===== src/sv/aapc_pkg.sv =====
// Shared types, widths, constants and the arctangent table of the arc coverage block.
package aapc_pkg;

  localparam int COORD_BITS_DEF   = 12;
  localparam int CORDIC_STEPS_DEF = 16;

  localparam int PXW  = 12;  // pixel coordinate port width
  localparam int CXW  = 14;  // centre register width
  localparam int DXW  = 16;  // signed pixel offset from the centre
  localparam int CW   = 34;  // CORDIC x and y datapath
  localparam int ZW   = 30;  // signed CORDIC angle accumulator
  localparam int AW   = 29;  // normalised angle, 2^20 per degree
  localparam int D2W  = 31;  // squared distance
  localparam int SQW  = 25;  // squared radius terms
  localparam int RNGW = 14;  // ramp numerator and range
  localparam int QW   = 9;   // ramp quotient, 0 to 256
  localparam int DIV_CELLS = 9;
  localparam int DIST_LAT  = 14;  // request edges to registered coverage alpha
  localparam int ATAN_LEN  = 24;

  localparam logic [ZW-1:0] ANG_90   = ZW'(90 * 1048576);
  localparam logic [ZW-1:0] ANG_180  = ZW'(180 * 1048576);
  localparam logic [ZW-1:0] ANG_270  = ZW'(270 * 1048576);
  localparam logic [ZW-1:0] ANG_FULL = ZW'(360 * 1048576);

  localparam logic [31:0] ARGB_ALPHA_MASK = 32'hFF000000;
  localparam logic [31:0] ARGB_RGB_MASK   = 32'h00FFFFFF;

  localparam logic [2:0] REG_CENTER_X    = 3'd0;
  localparam logic [2:0] REG_CENTER_Y    = 3'd1;
  localparam logic [2:0] REG_RADIUS      = 3'd2;
  localparam logic [2:0] REG_RING_WIDTH  = 3'd3;
  localparam logic [2:0] REG_START_ANGLE = 3'd4;
  localparam logic [2:0] REG_END_ANGLE   = 3'd5;
  localparam logic [2:0] REG_COLOR       = 3'd6;
  localparam logic [2:0] REG_FILL_MODE   = 3'd7;

  typedef enum logic [1:0] {
    WK_SKIP  = 2'd0,
    WK_WRITE = 2'd1,
    WK_BLEND = 2'd2
  } wkind_t;

  // How the distance test covers a pixel.
  typedef enum logic [1:0] {
    CV_NONE = 2'd0,
    CV_FULL = 2'd1,
    CV_RAMP = 2'd2
  } cov_t;

  // Exact axis angles bypass the CORDIC result.
  typedef enum logic [1:0] {
    AX_0   = 2'd0,
    AX_90  = 2'd1,
    AX_180 = 2'd2,
    AX_270 = 2'd3
  } axis_t;

  typedef struct packed {
    logic  on_axis;
    axis_t axis;
  } ang_tag_t;

  function automatic logic signed [ZW-1:0] atan_entry(input int idx);
    logic signed [ZW-1:0] v;
    case (idx)
      0:  v = ZW'(47185920);
      1:  v = ZW'(27855475);
      2:  v = ZW'(14718068);
      3:  v = ZW'(7471121);
      4:  v = ZW'(3750058);
      5:  v = ZW'(1876857);
      6:  v = ZW'(938658);
      7:  v = ZW'(469357);
      8:  v = ZW'(234682);
      9:  v = ZW'(117342);
      10: v = ZW'(58671);
      11: v = ZW'(29335);
      12: v = ZW'(14668);
      13: v = ZW'(7334);
      14: v = ZW'(3667);
      15: v = ZW'(1833);
      16: v = ZW'(917);
      17: v = ZW'(458);
      18: v = ZW'(229);
      19: v = ZW'(115);
      20: v = ZW'(57);
      21: v = ZW'(29);
      22: v = ZW'(14);
      23: v = ZW'(7);
      default: v = '0;
    endcase
    return v;
  endfunction

endpackage


===== src/sv/aapc_cordic_cell.sv =====
// One vectoring CORDIC step with its own output registers.
module aapc_cordic_cell
  import aapc_pkg::*;
#(
  parameter int STEP = 0
) (
  input  logic                 clk,
  input  logic                 en,
  input  logic signed [CW-1:0] x_i,
  input  logic signed [CW-1:0] y_i,
  input  logic signed [ZW-1:0] z_i,
  input  ang_tag_t             tag_i,
  output logic signed [CW-1:0] x_o,
  output logic signed [CW-1:0] y_o,
  output logic signed [ZW-1:0] z_o,
  output ang_tag_t             tag_o
);

  localparam logic signed [ZW-1:0] ATAN = atan_entry(STEP);

  logic signed [CW-1:0] x_r, y_r, x_nxt, y_nxt, xs, ys;
  logic signed [ZW-1:0] z_r, z_nxt;
  ang_tag_t             tag_r;

  always_comb begin
    xs = x_i >>> STEP;
    ys = y_i >>> STEP;
    if (y_i > 0) begin
      x_nxt = x_i + ys;
      y_nxt = y_i - xs;
      z_nxt = z_i + ATAN;
    end else begin
      x_nxt = x_i - ys;
      y_nxt = y_i + xs;
      z_nxt = z_i - ATAN;
    end
  end

  always_ff @(posedge clk) begin
    if (en) begin
      x_r   <= x_nxt;
      y_r   <= y_nxt;
      z_r   <= z_nxt;
      tag_r <= tag_i;
    end
  end

  assign x_o   = x_r;
  assign y_o   = y_r;
  assign z_o   = z_r;
  assign tag_o = tag_r;

endmodule


===== config.mk =====
export PLATFORM = sky130hd
export DESIGN_NAME = aapc_cordic_cell
export DESIGN_NICKNAME = d
export VERILOG_FILES = /design/src/sv/aapc_pkg.sv /design/src/sv/aapc_cordic_cell.sv
export SDC_FILE = /design/constraint.sdc
export NUM_CORES = 1
export LEC_CHECK = 0
export ABC_AREA = 1
export BUFFER_PORTS_ARGS = -buffer_cell sky130_fd_sc_hd__buf_2
export CELL_PAD_IN_SITES_DETAIL_PLACEMENT = 1
export CELL_PAD_IN_SITES_GLOBAL_PLACEMENT = 2
export CORE_ASPECT_RATIO = 0.7
export CORE_MARGIN = 2
export CORE_UTILIZATION = 34
export CTS_CLUSTER_SIZE = 20
export DETAILED_ROUTE_END_ITERATION = 8
export GPL_ROUTABILITY_DRIVEN = 0
export PLACE_DENSITY = 0.88
export SLEW_MARGIN = 10
export SYNTH_ARGS = -nofsm -noshare
export SYNTH_HDL_FRONTEND = slang
export SYNTH_SLANG_ARGS = --single-unit

===== constraint.sdc =====
create_clock -name clk -period 6.55 [get_ports clk]
set_input_delay 0.9825 -clock clk [delete_from_list [all_inputs] [get_ports clk]]
set_output_delay 0.9825 -clock clk [all_outputs]
set_load 0.02 [all_outputs]

==> metrics.md <==
| Metric | Value |
|---|---|
| Status | `completed` |
| Initial antenna violation count | `1` |
| Drt via density | `roughly 5.2` |
| Highest-count cells in the layout ignoring fill and taps | `482 x nand2_1, 270 x inv_1, 202 x buf_2` |
| Gate count after technology mapping | `1659` |
| Number of buffers added to fix hold violations after cts | `0` |
| Class of the tightest hold or removal check | `input port to flip-flop` |
| Final number of hold-violating endpoints | `0` |
| Post-route minimum period | `around 4100 ps` |
| Global-route wire length before repair | `67.3 mm` |
| Max-slew headroom | `0.500` |
| Global-route congestion overflow total | `0` |
| Longest individual stage delay on the worst path | `approximately 550 ps` |
| Number of clock buffers inserted by TritonCTS | `9` |
| Required time reported for the critical path endpoint | `6660 ps` |
| TNS Setup | `0 ps` |
| Clock buffer depth | `2` |
| Most common cell after layout, fill and taps aside | `nand2_1` |
| Boundary pin count | `around 200` |
| Slowest library cell on the worst path | `nand2_2` |
| Share of the clock period used by the worst path | `0.621` |
| Number of instances resized during post-cts repair | `0` |
| Detailed Route Iter0 Violations | `about 920` |
| Number of setup violations in the final report | `0` |
| Total wire length | `44.6 mm` |
| Share of layout cells above drive strength 1 | `0.139` |
| Die area | `about 0.034 sq mm` |
| Setup repair after global routing missed its margin | `false` |
| H-tree levels | `3` |
| Largest fanout on the critical path | `29` |
| FP Rows | `55` |
| Area grow syn2layout | `14.5%` |
| Highest clock frequency the design can meet | `~0.25 GHz` |
| Nature of the critical path endpoint | `flip-flop` |
| DR DRC count | `0` |
| Synth async-reset ratio | `0` |
| Count of warnings emitted by yosys | `0` |
| Post-layout utilization of the core | `0.393` |
| Die width | `219 um` |
| Clock tree from TritonCTS | `done` |
| Crit path cell chain | `buf_2 -> inv_1 -> nand3_1 -> nor3_1 -> nand4_1 -> nand2_2 -> inv_2 -> fa_1 -> o21ai_0 -> a21oi_1 -> nor2_1 -> nor2_1 -> xnor2_1` |
| Leak pwr | `between 0.006 and 0.007 uW` |
| Remaining number of nets flagged by the antenna check after routing | `0` |
| Antenna diode count | `0` |
| Synthesis-stage register bit count | `100` |
| Worst-margin pin slew | `~740 ps` |
| CTS clock-pin slew for the worst setup and hold paths | `80 ps` |
| Final-report max-slew violation count | `0` |
| Mapped Area | `between 0.01 and 0.015 sq mm` |
| Dominant register cell in the synthesized netlist | `edfxtp_1` |
| Worst IR drop on VDD | `0.000142 V` |
| Starting utilization of the core area | `0.343` |
| Layout net count | `between 2000 and 2500` |
| Cell type with the highest occurrence count on the critical path | `nor2_1` |
| Number of synthesized flops with an enable pin | `100` |
| Mean cell area of the mapped netlist | `~6.6 sq um` |
| Number of optimization iterations in the first detailed-route pass | `5` |
| Detailed Place HPWL | `37.8 mm` |
| Largest net degree at the start of global routing | `slightly below 60` |
| Vias after detailed routing | `about 12000` |
| PortBufs | `roughly 200` |
| Number of global-route vias before repair | `approximately 12000` |
| Arrival @ worst endpoint | `~4200 ps` |
| Count of different cell masters after synthesis | `41` |
| Buffers inserted during post-CTS setup optimization | `0` |
| Chip Height | `around 150 um` |
| Nets in the synthesized netlist | `between 1500 and 2000` |
| Category of the critical setup timing path | `input port to flip-flop` |
| Share of synthesized area occupied by flip-flops and latches | `0.273` |
| Number of clock sinks | `100` |
| Average wire per cell in the routed design | `19.7 um` |
| Total power per unit cell area | `between 150 and 200 mW/mm^2` |
| Worst setup SP type | `input port` |
| Clock root buffer | `clkbuf_16` |
| Aggregate global-route resource usage | `0.262` |
| Total of max-cap violations | `0` |
| Floorplan Core Area | `about 0.032 sq mm` |
## stage by stage
step | cells | setup WS [ps] | total power (uW) | cell area (sq um) | hold WS (ps)
detailed placement | 2248 | 2130 | 1890 | 12300 | 1160
finish | 2264 | 2480 | 2470 | 12600 | 789
CTS | 2264 | 2530 | 2480 | 12600 | 776
global placement | 2248 | 2280 | 1870 | 12300 | 1160
global route | 2264 | 2230 | 2630 | 12600 | 776
floorplan | 1659 | 3410 | 1520 | 11000 | 1080
## cell families after synthesis
kind of cell,after synthesis,share of synthesized area
and+or+nand+nor,850,0.329
buffers and inverters,319,0.120
AOI/OAI and AO/OA,238,0.116
adders and majority gates,111,0.129
DFF,100,0.273
xor gates and xnor gates,41,0.0326
## power breakdown
part           total [uW]  internal, uW  switching, uW
sequential            839           812           26.6
combinational        1050           309            745
clock                 579           276            303
total                2470          1400           1070
## synth_stat cells (2+ instances only)
library cell    n  share of area
a21o_1          8         0.0055
a21oi_1       112          0.051
a31oi_1         2         0.0011
buf_2          14         0.0064
buf_4          21          0.014
buf_6           4         0.0041
clkbuf_1        4         0.0014
edfxtp_1      100           0.27
fa_1            4         0.0073
ha_1          107           0.12
inv_1         270          0.092
inv_2           5         0.0017
nand2_1       482           0.16
nand2_2        11         0.0063
nand3_1       152          0.069
nand3_2         3         0.0027
nand3b_1        6         0.0041
nand4_1        27          0.015
nor2_1        130          0.044
nor2_2          5         0.0028
nor2_4          3         0.0031
nor3_1         20         0.0091
nor3_2          2         0.0018
nor4_1          2         0.0011
o211ai_1        3         0.0020
o21a_1          2         0.0014
o21ai_0        85          0.039
o21ai_1         7         0.0032
o21bai_1       16          0.011
or2_2           2         0.0011
xnor2_1         4         0.0032
xor2_1         37          0.029
## worst max-delay path: cells and delay by family
family / cells / cell delay (ps)
AO/OA/AOI/OAI: 2 / 490
XOR/XNOR: 1 / 120
adder cells (fa/ha/maj): 1 / 460
buffers and inverters: 3 / 450
AND/OR/NAND/NOR: 6 / 1690
## sequential cells by signal, indices dropped and copies added (netlist names)
name,flops
y_o,33
tag_o,3
z_o,30
x_o,34
## per-layer routing
metal | vias to the layer above | GRT usage | wire length (um)
met5 | - | 0 | 0
met4 | 0 | 0.0544 | 783
met2 | 421 | 0.394 | 18400
met1 | 5625 | 0.385 | 21800
li1 | 5676 | - | -
met3 | 39 | 0.0545 | 3680
## path summary, 6_finish.rpt
| check | start | end | slack [ps] | depth (start not counted) |
|---|---|---|---|---|
| hold / removal | tag_i[2] | tag_o[2] | 790 | 1 |
| setup / recovery | y_i[9] | z_o[26] | 2480 | 13 |
## final cells by class
type	instances	area, sq um
Clock buffer	9	225
Clock inverter	7	88.8
Fill cell	4254	19500
Inverter	275	1030
Multi-Input combinational cell	1240	6680
Sequential cell	100	3000
Tap cell	427	534
Timing Repair Buffer	206	1040
(Power assumes the default switching activity.)
