**config.mk**
```make
export PLATFORM = sky130hd
export DESIGN_NAME = aapc_div_cell
export DESIGN_NICKNAME = d
export VERILOG_FILES = /design/src/sv/aapc_pkg.sv /design/src/sv/aapc_div_cell.sv
export SDC_FILE = /design/constraint.sdc
export NUM_CORES = 1
export LEC_CHECK = 0
export BUFFER_PORTS_ARGS = -buffer_cell sky130_fd_sc_hd__buf_2
export CORE_UTILIZATION = 24
export DETAILED_ROUTE_END_ITERATION = 10
export PLACE_DENSITY_LB_ADDON = 0.1
export SKIP_LAST_GASP = 1
export SYNTH_ARGS = -nofsm -noshare
export SYNTH_HDL_FRONTEND = slang
export SYNTH_SLANG_ARGS = --single-unit
```
**constraint.sdc**
```tcl
create_clock -name clk -period 8.05 [get_ports clk]
set_clock_uncertainty 0.05 [all_clocks]
set_input_delay 1.61 -clock clk [delete_from_list [all_inputs] [get_ports clk]]
set_output_delay 1.61 -clock clk [all_outputs]
set_load 0.02 [all_outputs]
```
**src/sv/aapc_pkg.sv**
```systemverilog
// Shared types, widths, constants and the arctangent table of the arc coverage block.
package aapc_pkg;

  localparam int COORD_BITS_DEF   = 12;
  localparam int CORDIC_STEPS_DEF = 16;

  localparam int PXW  = 12;  // pixel coordinate port width
  localparam int CXW  = 14;  // centre register width
  localparam int DXW  = 16;  // signed pixel offset from the centre
  localparam int CW   = 34;  // CORDIC x and y datapath
  localparam int ZW   = 30;  // signed CORDIC angle accumulator
  localparam int AW   = 29;  // normalised angle, 2^20 per degree
  localparam int D2W  = 31;  // squared distance
  localparam int SQW  = 25;  // squared radius terms
  localparam int RNGW = 14;  // ramp numerator and range
  localparam int QW   = 9;   // ramp quotient, 0 to 256
  localparam int DIV_CELLS = 9;
  localparam int DIST_LAT  = 14;  // request edges to registered coverage alpha
  localparam int ATAN_LEN  = 24;

  localparam logic [ZW-1:0] ANG_90   = ZW'(90 * 1048576);
  localparam logic [ZW-1:0] ANG_180  = ZW'(180 * 1048576);
  localparam logic [ZW-1:0] ANG_270  = ZW'(270 * 1048576);
  localparam logic [ZW-1:0] ANG_FULL = ZW'(360 * 1048576);

  localparam logic [31:0] ARGB_ALPHA_MASK = 32'hFF000000;
  localparam logic [31:0] ARGB_RGB_MASK   = 32'h00FFFFFF;

  localparam logic [2:0] REG_CENTER_X    = 3'd0;
  localparam logic [2:0] REG_CENTER_Y    = 3'd1;
  localparam logic [2:0] REG_RADIUS      = 3'd2;
  localparam logic [2:0] REG_RING_WIDTH  = 3'd3;
  localparam logic [2:0] REG_START_ANGLE = 3'd4;
  localparam logic [2:0] REG_END_ANGLE   = 3'd5;
  localparam logic [2:0] REG_COLOR       = 3'd6;
  localparam logic [2:0] REG_FILL_MODE   = 3'd7;

  typedef enum logic [1:0] {
    WK_SKIP  = 2'd0,
    WK_WRITE = 2'd1,
    WK_BLEND = 2'd2
  } wkind_t;

  // How the distance test covers a pixel.
  typedef enum logic [1:0] {
    CV_NONE = 2'd0,
    CV_FULL = 2'd1,
    CV_RAMP = 2'd2
  } cov_t;

  // Exact axis angles bypass the CORDIC result.
  typedef enum logic [1:0] {
    AX_0   = 2'd0,
    AX_90  = 2'd1,
    AX_180 = 2'd2,
    AX_270 = 2'd3
  } axis_t;

  typedef struct packed {
    logic  on_axis;
    axis_t axis;
  } ang_tag_t;

  function automatic logic signed [ZW-1:0] atan_entry(input int idx);
    logic signed [ZW-1:0] v;
    case (idx)
      0:  v = ZW'(47185920);
      1:  v = ZW'(27855475);
      2:  v = ZW'(14718068);
      3:  v = ZW'(7471121);
      4:  v = ZW'(3750058);
      5:  v = ZW'(1876857);
      6:  v = ZW'(938658);
      7:  v = ZW'(469357);
      8:  v = ZW'(234682);
      9:  v = ZW'(117342);
      10: v = ZW'(58671);
      11: v = ZW'(29335);
      12: v = ZW'(14668);
      13: v = ZW'(7334);
      14: v = ZW'(3667);
      15: v = ZW'(1833);
      16: v = ZW'(917);
      17: v = ZW'(458);
      18: v = ZW'(229);
      19: v = ZW'(115);
      20: v = ZW'(57);
      21: v = ZW'(29);
      22: v = ZW'(14);
      23: v = ZW'(7);
      default: v = '0;
    endcase
    return v;
  endfunction

endpackage

```
**src/sv/aapc_div_cell.sv**
```systemverilog
// One restoring division step producing one quotient bit of the edge ramp.
module aapc_div_cell
  import aapc_pkg::*;
#(
  parameter bit FIRST = 1'b0
) (
  input  logic            clk,
  input  logic            en,
  input  logic [RNGW-1:0] rem_i,
  input  logic [RNGW-1:0] rng_i,
  input  logic [QW-1:0]   q_i,
  input  cov_t            kind_i,
  output logic [RNGW-1:0] rem_o,
  output logic [RNGW-1:0] rng_o,
  output logic [QW-1:0]   q_o,
  output cov_t            kind_o
);

  logic [RNGW:0]   cmp;
  logic            ge;
  logic [RNGW-1:0] rem_r, rem_nxt, rng_r;
  logic [QW-1:0]   q_r, q_nxt;
  cov_t            kind_r;

  // The remainder stays below the range, so the trial value fits one extra bit.
  always_comb begin
    cmp     = FIRST ? {1'b0, rem_i} : {rem_i, 1'b0};
    ge      = cmp >= {1'b0, rng_i};
    rem_nxt = ge ? RNGW'(cmp - {1'b0, rng_i}) : RNGW'(cmp);
    q_nxt   = {q_i[QW-2:0], ge};
  end

  always_ff @(posedge clk) begin
    if (en) begin
      rem_r  <= rem_nxt;
      rng_r  <= rng_i;
      q_r    <= q_nxt;
      kind_r <= kind_i;
    end
  end

  assign rem_o  = rem_r;
  assign rng_o  = rng_r;
  assign q_o    = q_r;
  assign kind_o = kind_r;

endmodule

```
==> impl_metrics.py, run 1 <==
metrics = {
    "synth": {
        "avgSynthCellArea_um2": 12.95,
        "netlist_instances": 164,
        "yosysWarningCount": 0,
        "syn_area_mm2": 0.002123,
        "yosysTopAreaCell": "edfxtp_1",
        "synth_top_area_share": 0.5516,
        "ys_types": 37,
        "synth_seq_area_share": 0.5516,
        "ys.flop_type": "edfxtp_1",
        "ys_seq_elements": 39,
        "synthArstFlopShare": 0,
        "synth_edf_count": 39,
        "yosys-top-cells-area": "edfxtp_1 55%, ha_1 8.2%, mux2_4 4.9%",
        "synth_fp_nets": 220,
        "synthTopCellsByCount": "39 x edfxtp_1, 19 x inv_1, 14 x ha_1, 11 x nor2_1, 9 x o21ai_0",
        "yosysMostFrequentCell": "edfxtp_1",
    },
    "worst_setup_path": {
        "arrival_ns": 3.69,
        "cp_max_fo": 8,
        "critPathLaunchType": "input pin",
        "endpoint_kind": "flip-flop",
        "worstPathCellList": "buf_2 > ha_1 > a21o_1 > o21ai_1 > a21oi_1 > a211oi_4 > o21a_4 > inv_6 > mux2_4",
        "critPathTopFamily": "compound AO/OA/AOI/OAI gates",
        "crit_slowest_cell": "a211oi_4",
        "critPathBufInv": 2,
        "critPathKind": "in -> reg",
        "cp.required_ns": 8.04,
        "slowest_delay_ns": 0.41,
    },
    "min_path": {
        "worstHoldStart": "q_i[5]",
        "holdCritPathClass": "in -> reg",
        "timing.hold.worst_path_depth": 1,
        "whs_endpoint": "q_o[6]",
    },
    "routing": {
        "drt_iter0_markers": 54,
        "ant_nets": 0,
        "wl_um": 4739,
        "first_pass_iters": 4,
        "wl_per_cell_um": 13.39,
        "drc": 0,
        "route.vias.total": 1566,
        "post_drt_via_cell_ratio": 4.424,
    },
    "timing": {
        "fmax_mhz": 270.4,
        "finalSetupViolCount": 0,
        "grt_setup_unrepaired": "false",
        "worst_pin_slew_ns": 0.9161,
        "final_max_slew_viol_count": 0,
        "finalHoldViolations": 0,
        "slew_headroom": 0.3893,
        "setup_tns_ns": 0,
        "min_period_ns": 3.698,
        "final.period_utilization": 0.4593,
    },
    "placed_design": {
        "gp_congestion": 0.7659,
        "io_buffers": 78,
        "dp_hpwl_um": 3584,
        "place_area_mm2": 0.002634,
    },
    "status": {
        "status": "completed",
    },
    "pwr": {
        "power_frac_clock": 0.333,
        "powerDensity_mw_per_mm2": 213.0,
        "p_leak_nw": 1.236,
        "combPwrFrac": 0.237,
        "power.net_switching_mw": 0.1588,
        "p_int_mw": 0.4306,
        "seq_power_share": 0.430,
        "ir_drop_uv": 92.96,
        "sw_frac_of_total": 0.2694,
    },
    "cts": {
        "cts_setup_buffers": 0,
        "cts.sinks": 39,
        "clock_path_buffers": 2,
        "hold_buffers": 0,
        "clkTransAtPathRegs_ns": 0.08,
        "cts_tree": "built",
        "h-tree-depth": 2,
        "cts_resized": 0,
        "clock-root-buffer": "clkbuf_8",
        "cts-buffers-inserted": 5,
    },
    "floorplanning": {
        "core-area_mm2": 0.008382,
        "rows": 33,
        "die_w_um": 96.06,
        "die-height_um": 96.06,
        "start_util": 0.2533,
        "io_pins": 80,
        "die-area_mm2": 0.009228,
    },
    "layout": {
        "area_delta_synth_final_pct": 30.29,
        "fillers": 877,
        "layout-drive-gt1-share": 0.4016,
        "ff_latch_area_mm2": 0.001171,
        "antenna_cells": 0,
        "multiInputGateArea_um2": 860.8,
        "fin_util": 0.3300,
        "fin_area_mm2": 0.002766,
        "nNetsFinal": 304,
    },
    "grt": {
        "grt_max_degree": 40,
        "grt_first_pass_wirelength_um": 7182,
        "antenna_found_initial": 0,
        "overflow": 0,
        "grt_pass1_vias": 1499,
        "grtUsageTotal": 0.1053,
    },
    "run": {
        "max_cap_violations": 0,
    },
}
-- flip-flops by register name (all words and copies together), names as in the netlist --
name    flops
rem_o      14
rng_o      14
q_o         9
kind_o      2
-- layout by cell type (no fill, tap or decap), types with 3 or more instances in the layout --
master,instances
clkbuf_8,5
a21o_1,4
o21ai_0,9
edfxtp_1,39
mux2_4,7
a21oi_1,6
o211ai_1,6
nor2_1,11
nand3_1,3
ha_1,14
o31ai_1,4
xor2_1,5
buf_2,78
inv_1,19
and3_1,4
-- layer usage --
metal,part of all wire,GRT usage,routed length [um],vias up
met1,0.48,0.1296,2257,720
li1,-,-,-,786
met5,0,0,0,-
met3,0.073,0.03555,346,6
met2,0.44,0.1708,2065,54
met4,0.015,0.03731,70,0
-- power by group through the flow --
stage,Clock [mW],Sequential (mW),Combinational (mW)
after floorplan,0,0.287,0.0650
after global placement,0,0.258,0.142
after detailed placement,0,0.258,0.142
after CTS,0.205,0.254,0.142
after global routing,0.210,0.256,0.153
final,0.196,0.254,0.140
-- through the flow --
stage          total power [mW]  worst slack (ns)  hold slack (ns)  std cells
2_1_floorplan            0.3524             4.411            1.659        164
3_3_place_gp             0.3998             4.026            1.737        346
3_5_place_dp             0.4001             4.025            1.739        346
4_1_cts                  0.6006             4.339            1.424        354
5_1_grt                  0.6199             4.228            1.419        354
6_report                 0.5894             4.352            1.436        354
-- how the worst max path moves through the flow --
stage / slack [ns] / startpoint / cells past startpoint / end
5_1_grt: 4.23 / rem_i[6] / 9 / rem_o[3]
2_1_floorplan: 4.41 / rng_i[8] / 9 / rem_o[2]
3_5_place_dp: 4.03 / rng_i[4] / 10 / rem_o[8]
6_report: 4.35 / rem_i[6] / 9 / rem_o[5]
4_1_cts: 4.34 / rng_i[4] / 10 / rem_o[4]
3_3_place_gp: 4.03 / rng_i[4] / 10 / rem_o[9]
-- kinds of logic (layout without fill, tap and decap cells) --
logic type,after synthesis,after routing,share of synthesized area
buf+inv,21,106,0.04302
flops,39,39,0.5516
xor+xnor,7,7,0.02888
compound gates,46,46,0.1632
simple gates,28,28,0.06659
fa+ha+maj,15,15,0.09193
mux,8,8,0.05480
-- cell type report --
type                    count  area share
well taps                 105     0.04749
multi-input cells         104      0.3112
inverters                  20     0.02895
clock buffers               6     0.02623
flip-flops and latches     39      0.4233
repair buffers             78      0.1411
clock inverters             2     0.02171
(Power assumes the default switching activity.)
==> run 2: changes to the inputs <==
--- a/config.mk
+++ b/config.mk
@@ -5,6 +5,7 @@
 export SDC_FILE = /design/constraint.sdc
 export NUM_CORES = 1
 export LEC_CHECK = 0
+export ABC_AREA = 1
 export BUFFER_PORTS_ARGS = -buffer_cell sky130_fd_sc_hd__buf_2
 export CORE_UTILIZATION = 24
 export DETAILED_ROUTE_END_ITERATION = 10
==> constraint.sdc (replaced) <==
create_clock -name clk -period 3.45 [get_ports clk]
set_clock_uncertainty 0.05 [all_clocks]
set_input_delay 0.69 -clock clk [delete_from_list [all_inputs] [get_ports clk]]
set_output_delay 0.69 -clock clk [all_outputs]
set_load 0.02 [all_outputs]
==> impl_metrics.py, run 2 <==
metrics = {
    "synth": {
        "synth_top_area_share": 0.4929,
        "ys_seq_elements": 39,
        "synth_seq_area_share": 0.4929,
        "ys_types": 24,
        "synthTopCellsByCount": "75 x nand2_1, 55 x inv_1, 39 x edfxtp_1, 14 x ha_1, 12 x nor2_1",
        "netlist_instances": 259,
        "synth_edf_count": 39,
        "avgSynthCellArea_um2": 9.174,
        "yosysWarningCount": 0,
        "synthArstFlopShare": 0,
        "syn_area_mm2": 0.002376,
        "ys.flop_type": "edfxtp_1",
        "yosysMostFrequentCell": "nand2_1",
        "yosys-top-cells-area": "edfxtp_1 49%, nand2_1 12%, inv_1 8.7%",
        "yosysTopAreaCell": "edfxtp_1",
        "synth_fp_nets": 315,
    },
    "routing": {
        "wl_um": 5311,
        "wl_per_cell_um": 11.25,
        "drc": 0,
        "drt_iter0_markers": 53,
        "route.vias.total": 1886,
        "first_pass_iters": 4,
        "ant_nets": 0,
        "post_drt_via_cell_ratio": 3.996,
    },
    "placed_design": {
        "dp_slack_ns": 0.7517,
        "dp_hpwl_um": 4082,
        "io_buffers": 78,
        "gp_congestion": 0.7604,
    },
    "pwr": {
        "ir_drop_uv": 227.2,
        "p_total_mw": 1.400,
        "powerDensity_mw_per_mm2": 462.0,
        "p_leak_nw": 1.549,
    },
    "worst_setup_path": {
        "critPathKind": "in -> reg",
        "cp.required_ns": 3.45,
        "critPathLaunchType": "input pin",
        "arrival_ns": 2.34,
        "endpoint_kind": "flip-flop",
        "cp_max_fo": 24,
    },
    "floorplanning": {
        "die-height_um": 101.5,
        "die_w_um": 101.5,
        "die-area_mm2": 0.01030,
        "io_pins": 80,
        "start_util": 0.2524,
        "rows": 35,
        "core-area_mm2": 0.009415,
    },
    "timing": {
        "final.period_utilization": 0.6780,
        "setup_tns_ns": 0,
        "finalSetupViolCount": 0,
        "min_period_ns": 2.339,
        "final_max_slew_viol_count": 0,
        "fmax_mhz": 427.5,
        "finalHoldViolations": 0,
        "grt_setup_unrepaired": "false",
        "slew_headroom": 0.4017,
        "holdWs_ns": 0.5132,
        "fin_ws_ns": 1.111,
        "worst_pin_slew_ns": 0.8975,
    },
    "min_path": {
        "holdCritPathClass": "in -> reg",
    },
    "layout": {
        "antenna_cells": 0,
        "fin_util": 0.3219,
        "multiInputGateArea_um2": 964.7,
        "layout-drive-gt1-share": 0.3149,
        "nNetsFinal": 398,
        "layout_commonest_cell": "buf_2",
        "ff_latch_area_mm2": 0.001171,
        "fillers": 1032,
        "area_delta_synth_final_pct": 27.54,
        "final_cell_mix": "78 x buf_2, 75 x nand2_1, 55 x inv_1, 39 x edfxtp_1, 14 x ha_1",
    },
    "cts": {
        "cts_tree": "built",
        "hold_buffers": 0,
        "cts.sinks": 39,
        "cts_resized": 0,
        "h-tree-depth": 2,
        "clkTransAtPathRegs_ns": 0.08,
        "clock-root-buffer": "clkbuf_8",
        "cts_setup_buffers": 0,
        "cts-buffers-inserted": 5,
        "clock_path_buffers": 2,
    },
    "grt": {
        "overflow": 0,
        "grt_max_degree": 40,
        "grt_pass1_vias": 1786,
        "grt_first_pass_wirelength_um": 8597,
        "antenna_found_initial": 0,
        "grtUsageTotal": 0.1103,
    },
    "run": {
        "max_cap_violations": 0,
    },
    "status": {
        "status": "completed",
    },
}
## run 2: per-layer routing
metal,GRT usage,vias up,wire length [um]
li1,-,993,-
met1,0.1434,831,2560
met2,0.1752,55,2340
met3,0.02968,7,330
met4,0.04013,0,79
met5,0,-,0
## run 2: cell type report
cell class | instances | share of cell area
Sequential cell | 39 | 0.3865
Multi-Input combinational cell | 162 | 0.3183
Timing Repair Buffer | 78 | 0.1288
Inverter | 56 | 0.06936
Tap cell | 129 | 0.05326
Clock buffer | 6 | 0.02395
Clock inverter | 2 | 0.01982
## run 2: per-stage QoR
step                instances  instance area (um2)
detailed placement        464                 2898
floorplan                 259                 2376
finish                    472                 3030
global placement          464                 2898
global route              472                 3030
CTS                       472                 3030
## run 2: worst paths after layout
check / slack (ns) / depth (start not counted) / from / to
max: 1.11 / 10 / rem_i[8] / rem_o[8]
min: 0.51 / 1 / q_i[0] / q_o[1]
## run 2: kinds of logic (layout without fill, tap and decap cells)
family,count (synthesis),count (layout),share of synthesized area
AOI/OAI and AO/OA,16,16,0.04739
xor gates and xnor gates,7,7,0.02580
adders and majority gates,15,15,0.08215
buffers and inverters,58,142,0.1011
DFF,39,39,0.4929
and+or+nand+nor,124,124,0.2507
## run 2: worst max-delay path, cell delays in order
cell and delay, ns:
buf_2 0.11, ha_1 0.36, nand2_1 0.14, inv_1 0.05, nand2_1 0.06, nand2_1 0.10
a21oi_4 0.22, nand3_4 0.34, nand2_1 0.18, o21ai_1 0.07
## run 2: where the power goes
group / switching [mW] / internal [mW] / total [mW]
clock network: 0.174 / 0.289 / 0.464
logic: 0.224 / 0.122 / 0.346
registers: 0.00943 / 0.581 / 0.591
==> run 3: changes to the inputs <==
==> constraint.sdc (replaced) <==
create_clock -name clk -period 2.1 [get_ports clk]
set_clock_uncertainty 0.05 [all_clocks]
set_input_delay 0.42 -clock clk [delete_from_list [all_inputs] [get_ports clk]]
set_output_delay 0.42 -clock clk [all_outputs]
set_load 0.02 [all_outputs]
==> impl_metrics.py, run 3 (same netlist as run 2, synthesis figures left out) <==
metrics = {
    "pwr": {
        "p_leak_nw": 1.678,
        "ir_drop_uv": 239.7,
        "powerDensity_mw_per_mm2": 728.9,
    },
    "cts": {
        "cts_setup_buffers": 0,
        "cts_tree": "built",
        "clock-root-buffer": "clkbuf_8",
        "clock_path_buffers": 2,
        "cts_resized": 0,
        "hold_buffers": 0,
        "clkTransAtPathRegs_ns": 0.08,
        "cts.sinks": 39,
        "h-tree-depth": 2,
        "cts-buffers-inserted": 5,
    },
    "worst_setup_path": {
        "cp_max_fo": 13,
        "critPathLaunchType": "input pin",
        "arrival_ns": 1.84,
        "critPathKind": "in -> reg",
        "worstSetupEndpoint": "rem_o[8]",
        "startpoint": "rem_i[8]",
        "cp.required_ns": 2.11,
        "endpoint_kind": "flip-flop",
    },
    "routing": {
        "route.vias.total": 1923,
        "wl_per_cell_um": 10.93,
        "post_drt_via_cell_ratio": 3.877,
        "first_pass_iters": 5,
        "drt_iter0_markers": 52,
        "wl_um": 5419,
        "drc": 0,
        "ant_nets": 0,
    },
    "grt": {
        "antenna_found_initial": 0,
        "grt_pass1_vias": 1800,
        "grtUsageTotal": 0.1116,
        "grt_max_degree": 26,
        "overflow": 0,
        "grt_first_pass_wirelength_um": 8638,
    },
    "layout": {
        "area_delta_synth_final_pct": 36.70,
        "nNetsFinal": 422,
        "layout-drive-gt1-share": 0.3597,
        "final_cell_mix": "78 x buf_2, 75 x nand2_1, 55 x inv_1, 39 x edfxtp_1, 21 x buf_4",
        "layout_commonest_cell": "buf_2",
        "ff_latch_area_mm2": 0.001171,
        "fin_area_mm2": 0.003248,
        "multiInputGateArea_um2": 964.7,
        "antenna_cells": 0,
        "layout.cells.non_filler": 496,
        "fillers": 1005,
    },
    "floorplanning": {
        "start_util": 0.2524,
        "die-area_mm2": 0.01030,
        "die_w_um": 101.5,
        "core-area_mm2": 0.009415,
        "io_pins": 80,
        "die-height_um": 101.5,
        "rows": 35,
    },
    "timing": {
        "final.period_utilization": 0.8722,
        "fmax_mhz": 546.0,
        "finalHoldViolations": 0,
        "worst_pin_slew_ns": 0.3980,
        "grt_setup_unrepaired": "false",
        "slew_headroom": 0.7347,
        "finalSetupViolCount": 0,
        "min_period_ns": 1.832,
        "final_max_slew_viol_count": 0,
    },
    "placed_design": {
        "placed_cells": 488,
        "place_area_mm2": 0.003115,
        "io_buffers": 78,
        "dp_hpwl_um": 4377,
        "gp_congestion": 0.8056,
    },
    "status": {
        "status": "completed",
    },
    "min_path": {
        "worstHoldStart": "q_i[7]",
        "holdCritPathClass": "in -> reg",
    },
    "run": {
        "max_cap_violations": 0,
    },
}
==> run 3: cell count changes in the layout (fill, tap and decap cells not counted) <==
| cell | before | now |
|---|---|---|
| buf_4 | 0 | 21 |
| buf_12 | 0 | 3 |
==> run 3: routing by layer <==
metal,up-vias,GRT usage,part of all wire
met2,54,0.1726,0.44
met4,0,0.04013,0.012
met3,7,0.02622,0.051
li1,1041,-,-
met1,821,0.1515,0.50
met5,-,0,0
==> run 3: how the worst min path moves through the flow <==
stage / end / depth (start not counted)
after floorplan: kind_o[0] / 0
after global placement: q_o[8] / 1
after detailed placement: q_o[6] / 1
after CTS: q_o[6] / 1
after global routing: q_o[1] / 1
final: q_o[8] / 1
==> run 3: area by class of cell <==
class / count / share of cell area
Clock buffer: 6 / 0.02234
Clock inverter: 2 / 0.01849
Inverter: 56 / 0.06471
Multi-Input combinational cell: 162 / 0.2970
Sequential cell: 39 / 0.3606
Tap cell: 129 / 0.04969
Timing Repair Buffer: 102 / 0.1872
==> run 3: worst max-delay path, cell delays in order <==
cell,delay [ns]
buf_2,0.11
ha_1,0.35
nand2_1,0.16
inv_1,0.05
nand2_1,0.06
nand2_1,0.10
a21oi_4,0.17
nand3_4,0.12
buf_12,0.17
nand2_1,0.07
o21ai_1,0.05
==> run 3: per-stage QoR <==
step / utilization / setup slack, ns / setup TNS, ns / power (mW) / hold slack [ns]
2_1_floorplan: - / 0.1855 / 0 / 1.386 / 0.4689
3_3_place_gp: 0.3309 / -0.03116 / -0.1268 / 1.631 / 0.5465
3_5_place_dp: 0.3309 / -0.03622 / -0.2734 / 1.632 / 0.5481
4_1_cts: 0.3450 / 0.2873 / 0 / 2.417 / 0.2310
5_1_grt: 0.3450 / 0.1606 / 0 / 2.522 / 0.2276
6_report: 0.3450 / 0.2684 / 0 / 2.368 / 0.2459
==> run 3: power by group <==
group          internal, mW  switching, mW  leakage [nW]
registers             0.954         0.0156         0.381
clock network         0.475          0.287        0.0654
logic                 0.255          0.380          1.23
total                  1.68          0.683          1.68
